[src/hw/rtl/fwht_pkg.sv]
package fwht_pkg;

	// Table geometry and defaults
	localparam int NUM_SETS_DEF = 1024;
	localparam int NUM_WAYS     = 4;
	localparam int WAY_W        = $clog2(NUM_WAYS);

	// Replacement scoring: a way from another generation gets this bonus
	localparam int OLD_GEN_BONUS = 1000;
	// Depth difference spans -255..255, plus the bonus: fits in 12 signed bits
	localparam int SCORE_W       = 12;

	// Generation counter limits
	localparam logic [7:0] GEN_FIRST = 8'd1;
	localparam logic [7:0] GEN_LAST  = 8'd255;

	// Stream data widths, padded to whole bytes
	localparam int IN_DATA_W  = 112;
	localparam int OUT_DATA_W = 56;

	// Request codes
	typedef enum logic [1:0] {
		CMD_PROBE  = 2'd0,
		CMD_STORE  = 2'd1,
		CMD_NEWGEN = 2'd2,
		CMD_CLEAR  = 2'd3
	} cmd_t;

	// Controller states
	typedef enum logic [1:0] {
		ST_CLEAR,
		ST_IDLE,
		ST_UPDATE
	} state_t;

	// One way of a set as it sits in the table memory
	typedef struct packed {
		logic [63:0]        key;
		logic signed [7:0]  depth;
		logic signed [15:0] score;
		logic [1:0]         flag;
		logic [15:0]        move;
		logic [7:0]         gen;
	} way_t;

	// Commands from the controller to the datapath
	typedef struct packed {
		logic capture;
		logic rd_en;
		logic upd_wr;
		logic clr_start;
		logic clr_wr;
		logic load_out;
		logic gen_step;
		logic gen_clear;
	} dp_cmd_t;

	// Status from the datapath to the controller
	typedef struct packed {
		logic out_free;
		logic clr_last;
	} dp_stat_t;

endpackage

[src/hw/rtl/fwht_ctrl.sv]
module fwht_ctrl (
	input  logic                clk,
	input  logic                arst_n,
	input  logic                in_valid,
	input  fwht_pkg::cmd_t      in_cmd,
	output logic                in_ready,
	input  fwht_pkg::dp_stat_t  stat,
	output fwht_pkg::dp_cmd_t   cmd
);

	fwht_pkg::state_t state_q, state_d;
	fwht_pkg::cmd_t   item_cmd_q;
	logic             accept;

	assign accept = in_valid && in_ready;

	// State and request code registers
	always_ff @(posedge clk or negedge arst_n) begin
		if (!arst_n) begin
			state_q    <= fwht_pkg::ST_CLEAR;
			item_cmd_q <= fwht_pkg::CMD_PROBE;
		end else begin
			state_q <= state_d;
			if (accept) begin
				item_cmd_q <= in_cmd;
			end
		end
	end

	// Next state
	always_comb begin
		state_d = state_q;
		unique case (state_q)
			fwht_pkg::ST_CLEAR: begin
				if (stat.clr_last) begin
					state_d = fwht_pkg::ST_IDLE;
				end
			end
			fwht_pkg::ST_IDLE: begin
				if (in_valid) begin
					unique case (in_cmd) inside
						fwht_pkg::CMD_PROBE, fwht_pkg::CMD_STORE: state_d = fwht_pkg::ST_UPDATE;
						fwht_pkg::CMD_CLEAR:  state_d = fwht_pkg::ST_CLEAR;
						default:              state_d = fwht_pkg::ST_IDLE;
					endcase
				end
			end
			fwht_pkg::ST_UPDATE: begin
				if (item_cmd_q == fwht_pkg::CMD_STORE || stat.out_free) begin
					state_d = fwht_pkg::ST_IDLE;
				end
			end
			default: state_d = fwht_pkg::ST_CLEAR;
		endcase
	end

	// Outputs
	always_comb begin
		cmd      = '0;
		in_ready = 1'b0;
		unique case (state_q)
			fwht_pkg::ST_CLEAR: begin
				cmd.clr_wr = 1'b1;
			end
			fwht_pkg::ST_IDLE: begin
				in_ready = 1'b1;
				if (in_valid) begin
					unique case (in_cmd) inside
						fwht_pkg::CMD_PROBE, fwht_pkg::CMD_STORE: begin
							cmd.capture = 1'b1;
							cmd.rd_en   = 1'b1;
						end
						fwht_pkg::CMD_NEWGEN: begin
							cmd.gen_step = 1'b1;
						end
						default: begin
							cmd.gen_clear = 1'b1;
							cmd.clr_start = 1'b1;
						end
					endcase
				end
			end
			fwht_pkg::ST_UPDATE: begin
				if (item_cmd_q == fwht_pkg::CMD_STORE) begin
					cmd.upd_wr = 1'b1;
				end else if (stat.out_free) begin
					cmd.load_out = 1'b1;
				end
			end
			default: begin
				cmd = '0;
			end
		endcase
	end

	// A store finishes its write-back and returns to idle in the next cycle.
	a_store_done: assert property (@(posedge clk) disable iff (!arst_n)
		state_q == fwht_pkg::ST_UPDATE && item_cmd_q == fwht_pkg::CMD_STORE
		|=> state_q == fwht_pkg::ST_IDLE)
		else $error("store did not return to idle");

	// An accepted clear request starts the sweep.
	a_clear_sweep: assert property (@(posedge clk) disable iff (!arst_n)
		accept && in_cmd == fwht_pkg::CMD_CLEAR |=> state_q == fwht_pkg::ST_CLEAR)
		else $error("clear request did not start the sweep");

endmodule

[config.mk]
export PLATFORM = sky130hd
export DESIGN_NAME = fwht_ctrl
export DESIGN_NICKNAME = d
export VERILOG_FILES = /design/src/hw/rtl/fwht_pkg.sv /design/src/hw/rtl/fwht_ctrl.sv
export SDC_FILE = /design/constraint.sdc
export NUM_CORES = 1
export LEC_CHECK = 0
export BUFFER_PORTS_ARGS = -buffer_cell sky130_fd_sc_hd__buf_4
export CAP_MARGIN = 20
export CORE_AREA = 3 3 40 42
export DETAILED_ROUTE_END_ITERATION = 10
export DIE_AREA = 0 0 43 45
export GPL_TIMING_DRIVEN = 0
export PLACE_DENSITY = 0.51
export SLEW_MARGIN = 10
export SYNTH_ARGS = -nofsm -noshare
export SYNTH_HDL_FRONTEND = slang
export SYNTH_SLANG_ARGS = --single-unit
[constraint.sdc]
create_clock -name clk -period 1.13 [get_ports clk]
set_input_delay 0.0565 -clock clk [delete_from_list [all_inputs] [get_ports clk]]
set_output_delay 0.0565 -clock clk [all_outputs]
set_load 0.1 [all_outputs]
== Yosys cells after proc, flatten, opt, wreduce, memory -nomap -nowiden ==
Cells that the tools add are included.

* Output and inout port bits: 9
* Register bits after elaboration: 4
* Bits in latches: 0
* Bits in writable memories: 0
* Memories: 0
* Logic and storage cells: 39
* Bits in read-only memories: 0

* Divide/modulo/power cells: 0
* Reduce and logical (&&, ||, !) cells: 7
* $add $sub $neg: 0
* Bitwise operators: 0
* Multiplexer cells: 21
* Order comparisons: 0
* Multiply operators: 0
* Eq/ne operators: 9
* Shifts and indexed selects: 0

{| class="wikitable"
|+ Operators by type and width
! cell !! number
|-
| 2-bit 2-to-1 mux || 8
|-
| 1-bit 2-to-1 mux || 11
|-
| 2-bit by 1-bit == test with 1-bit output, second input constant || 3
|-
| 2-bit == test, second input constant || 3
|-
| 2-bit != test, second input constant || 3
|-
| 2-bit case mux with 3 select lines || 1
|-
| 2-bit zero test || 2
|-
| 2-bit case mux with 2 select lines || 1
|-
| 3-bit AND reduction || 1
|-
| 3-bit OR reduction || 1
|-
| 2-bit OR reduction || 1
|-
| 1-bit logical AND || 1
|-
| 1-bit logical OR || 1
|}

== Logic depth before layout (Yosys ltp) ==
* Word-level depth: 5
* Gate-level depth with buffers: 4
* Mapped depth without buffers: 3

== Worst setup path before layout ==
Ideal clock, no wire load.

* Path type: register to output
* Start point: register state_q[0]
* End point: output port cmd[4] in the netlist's numbering
* Data required time: 1.074 ns
* Buffers on the path: 1
* Cell stages (with the launch flop): 5
* Arrival: 2.940 ns
* Setup slack: -1.867 ns
* Path through: dfrtp_1 -> nor2b_4 -> nand3_2 -> nor2_1 -> buf_4

{| class="wikitable"
|+ RTL lines
! element !! RTL line !! RTL
|-
| start, declared || fwht_ctrl.sv:11 || <nowiki>fwht_pkg::state_t state_q, state_d;</nowiki>
|-
| start signal, assigned || fwht_ctrl.sv:20 || <nowiki>state_q <= fwht_pkg::ST_CLEAR;</nowiki>
|-
| start signal, assigned || fwht_ctrl.sv:23 || <nowiki>state_q <= state_d;</nowiki>
|-
| end, declared || fwht_ctrl.sv:8 || <nowiki>output fwht_pkg::dp_cmd_t cmd</nowiki>
|}

==> flow_metrics.py <==
metrics = {
    "routing": {
        "totalWireLength_um": 801,
        "drt_drc_violations_left": 0,
        "wl_per_cell_um": 11.6,
        "detail_route.vias_per_cell": 4.28,
        "routed-via-count": 295,
        "firstDrtPassIters": 4,
        "drt_iter0_drc": 5,
        "antenna_left": 0,
    },
    "placement": {
        "placed_cells_incl_taps": 58,
        "place_ws_ps": -260,
        "place_congestion": 0.619,
        "dpl-instance-area_sq_um": 433,
        "port-buffer-count": 15,
    },
    "logic_synthesis": {
        "synth_area_leaders": "sky130_fd_sc_hd__dfrtp_1 41%, sky130_fd_sc_hd__nor2_1 9.1%, sky130_fd_sc_hd__buf_4 6.1%, sky130_fd_sc_hd__nand3b_1 6.1%, sky130_fd_sc_hd__nor2b_4 5.6%",
        "synthMostInstantiatedCell": "sky130_fd_sc_hd__nor2_1",
        "yosysTopAreaCellShare": 0.406,
        "ys_warn_count": 0,
        "share_of_synthesized_registers_carrying_an_async_set_or_reset": 1.00,
        "synth.cell_area_sq_um": 246,
        "synth_area_per_cell_sq_um": 8.80,
        "ys.flop_type": "sky130_fd_sc_hd__dfrtp_1",
        "syn_inst": 28,
        "yosys.cell_types.count": 14,
        "synth_top_area_cell": "sky130_fd_sc_hd__dfrtp_1",
        "synth_commonest_cells": "6 x sky130_fd_sc_hd__nor2_1, 4 x sky130_fd_sc_hd__dfrtp_1, 3 x sky130_fd_sc_hd__nand2_1",
        "synth.yosys.seq_area_share": 0.406,
        "yosys_register_bits": 4,
        "syn-num-nets": 35,
        "synth-edff-count": 0,
    },
    "worst_setup_path": {
        "timing.critical_path.arrival_ps": 1310,
        "reg2reg_depth": 4,
        "worst_ep_required_time_ps": 1070,
        "critPathMaxFanout": 3,
        "endpoint_kind": "primary output",
        "crit_path_start_kind": "flop",
        "critical_path_class": "reg -> out",
    },
    "final_layout": {
        "finalCoreUtilization": 0.487,
        "area.growth.synth_to_final_pct": 154,
        "final_cell_area_sq_um": 626,
        "antennaDiodeCount": 0,
        "drive_gt1_frac": 0.722,
        "final_nets": 63,
        "finalNonFillerCells": 69,
    },
    "timing": {
        "final-max-slew-violation-count": 0,
        "sum_of_negative_setup_slack_ps": -1570,
        "fin_hold_ws_ps": 85.2,
        "relSlewSlack": 0.865,
        "finalWorstSetupSlack_ps": -238,
        "worst_clock_skew_ps": 1.69,
        "setup_viol": 9,
        "rsz_0062_raised_after_global_routing": "true",
        "worst_pin_slew_ps": 203,
        "layout_min_cycle_time_ps": 1370,
        "max_freq_ghz": 0.731,
        "layout_worst_path_cycle_share": 1.21,
        "timing_hold_violations_final": 0,
    },
    "clock_network": {
        "clk-insertion-delay-late_ps": 230,
        "clkSinkCount": 4,
        "cts_inserted_buffers": 3,
        "clock_tree.htree_level_count": 1,
        "clk_root_buffer_cell": "sky130_fd_sc_hd__clkbuf_4",
        "clock_tree_from_tritoncts": "built",
        "clock_tree.buffer_depth": 2,
        "clk_pin_slew_ps": 40,
    },
    "grt": {
        "grt_use_met1": 0.110,
        "gr-usage-all-layers": 0.0971,
        "largest_net_degree_at_the_start_of_global_routing": 6,
        "grtUsageMet3": 0.0478,
        "gr-usage-met2": 0.168,
        "antenna_found_initial": 0,
        "total_global_routing_overflow": 0,
        "grt_pass1_vias": 344,
        "grt_pass1_wl_um": 1370,
        "busiest_layer": "met2",
    },
    "worst_hold_path": {
        "hold_depth": 2,
        "min_path_type": "in -> reg",
    },
    "floorplan": {
        "ios": 16,
        "rows": 13,
        "fp.dieH_um": 45,
        "floorplan.initialDensity": 0.192,
        "die-width_um": 43,
        "core_region_area_sq_um": 1280,
        "fp.dieArea_sq_um": 1940,
    },
    "pwr": {
        "static-leakage-power_nw": 0.286,
        "power.share.switching": 0.500,
        "vdd_drop_max_mv": 1.88,
        "power_mw": 1.76,
        "combPwrFrac": 0.745,
        "power_density_nw_per_um2": 2820,
        "power.internal_mw": 0.883,
        "p_seq_frac": 0.155,
        "switchingPower_mw": 0.882,
        "clockPowerShare": 0.100,
    },
    "run": {
        "max-cap-violations": 0,
    },
    "run_status": {
        "outcome": "finished with violations",
        "violations": "negative setup slack",
    },
}
[layer usage]
metal  share of wire  wire (um)  up-vias
met5               0          0        -
met4               0          0        0
met3           0.064         51        0
met2            0.54        431       12
met1            0.40        319      138
li1                -          -      145
[final cells by class]
type / instances / area, sq um
fillers: 129 / 659
repair buffers: 23 / 265
multi-input cells: 20 / 169
flip-flops and latches: 4 / 103
plain buffers: 2 / 40.0
clock buffers: 3 / 22.5
well taps: 15 / 18.8
inverters: 2 / 7.51
[critical path: stages (launching register included)]
cell and delay [ps]:
sky130_fd_sc_hd__dfrtp_2 420, sky130_fd_sc_hd__nand3b_1 220, sky130_fd_sc_hd__nor2_4 150, sky130_fd_sc_hd__buf_12 110, sky130_fd_sc_hd__buf_12 160
[power by group through the flow]
| stage | clock, mW | combinational (mW) | sequential (mW) |
|---|---|---|---|
| after global placement | 0 | 0.904 | 0.283 |
| after detailed placement | 0 | 0.903 | 0.281 |
| after floorplan | 0 | 0.748 | 0.259 |
| after global routing | 0.188 | 1.37 | 0.285 |
| after CTS | 0.182 | 1.32 | 0.273 |
| final | 0.176 | 1.32 | 0.274 |
[flip-flops by register name (all words and copies together), names as in the netlist]
register / flops
item_cmd_q: 2
state_q: 2
[kinds of logic (layout without fill, tap and decap cells)]
family                 after synthesis  after routing  synth area share
DFF                                  4              4             0.406
buffers and inverters                4             30            0.0914
AOI/OAI and AO/OA                    4              4             0.107
and+or+nand+nor                     16             16             0.396
[final timing paths]
kind | startpoint | end | slack [ps]
worst min-delay path | in_cmd[1] | state_q[1]$_DFFE_PN0P_ | 90
min in group asynchronous | arst_n | state_q[1]$_DFFE_PN0P_ | 180
worst max register to register | state_q[1]$_DFFE_PN0P_ | item_cmd_q[0]$_DFFE_PN0P_ | 50
worst min register to register | item_cmd_q[1]$_DFFE_PN0P_ | item_cmd_q[1]$_DFFE_PN0P_ | 470
max in group asynchronous | arst_n | state_q[0]$_DFFE_PN0P_ | 840
worst max-delay path | state_q[1]$_DFFE_PN0P_ | cmd[7] | -240
[cell usage in the layout (no fill, tap or decap), types with 2 or more instances in the layout]
master	Yosys	routed
sky130_fd_sc_hd__nor2_4	0	3
sky130_fd_sc_hd__o21ai_0	2	2
sky130_fd_sc_hd__dfrtp_2	0	2
sky130_fd_sc_hd__inv_1	2	2
sky130_fd_sc_hd__buf_6	0	4
sky130_fd_sc_hd__nand2_1	3	3
sky130_fd_sc_hd__buf_12	0	8
sky130_fd_sc_hd__nand3b_1	2	2
sky130_fd_sc_hd__nor2_1	6	2
sky130_fd_sc_hd__buf_4	2	12
sky130_fd_sc_hd__clkbuf_4	0	3
sky130_fd_sc_hd__dfrtp_1	4	2
[repair_timing]
item,in CTS,in global routing
endpoints found under the hold margin,4,0
setup buffers,7,0
hold buffers,1,0
pin swaps,5,1
gates resized for setup,27,0
endpoints found under the setup margin,9,9
Note: power is estimated with default switching activity, not from simulation.
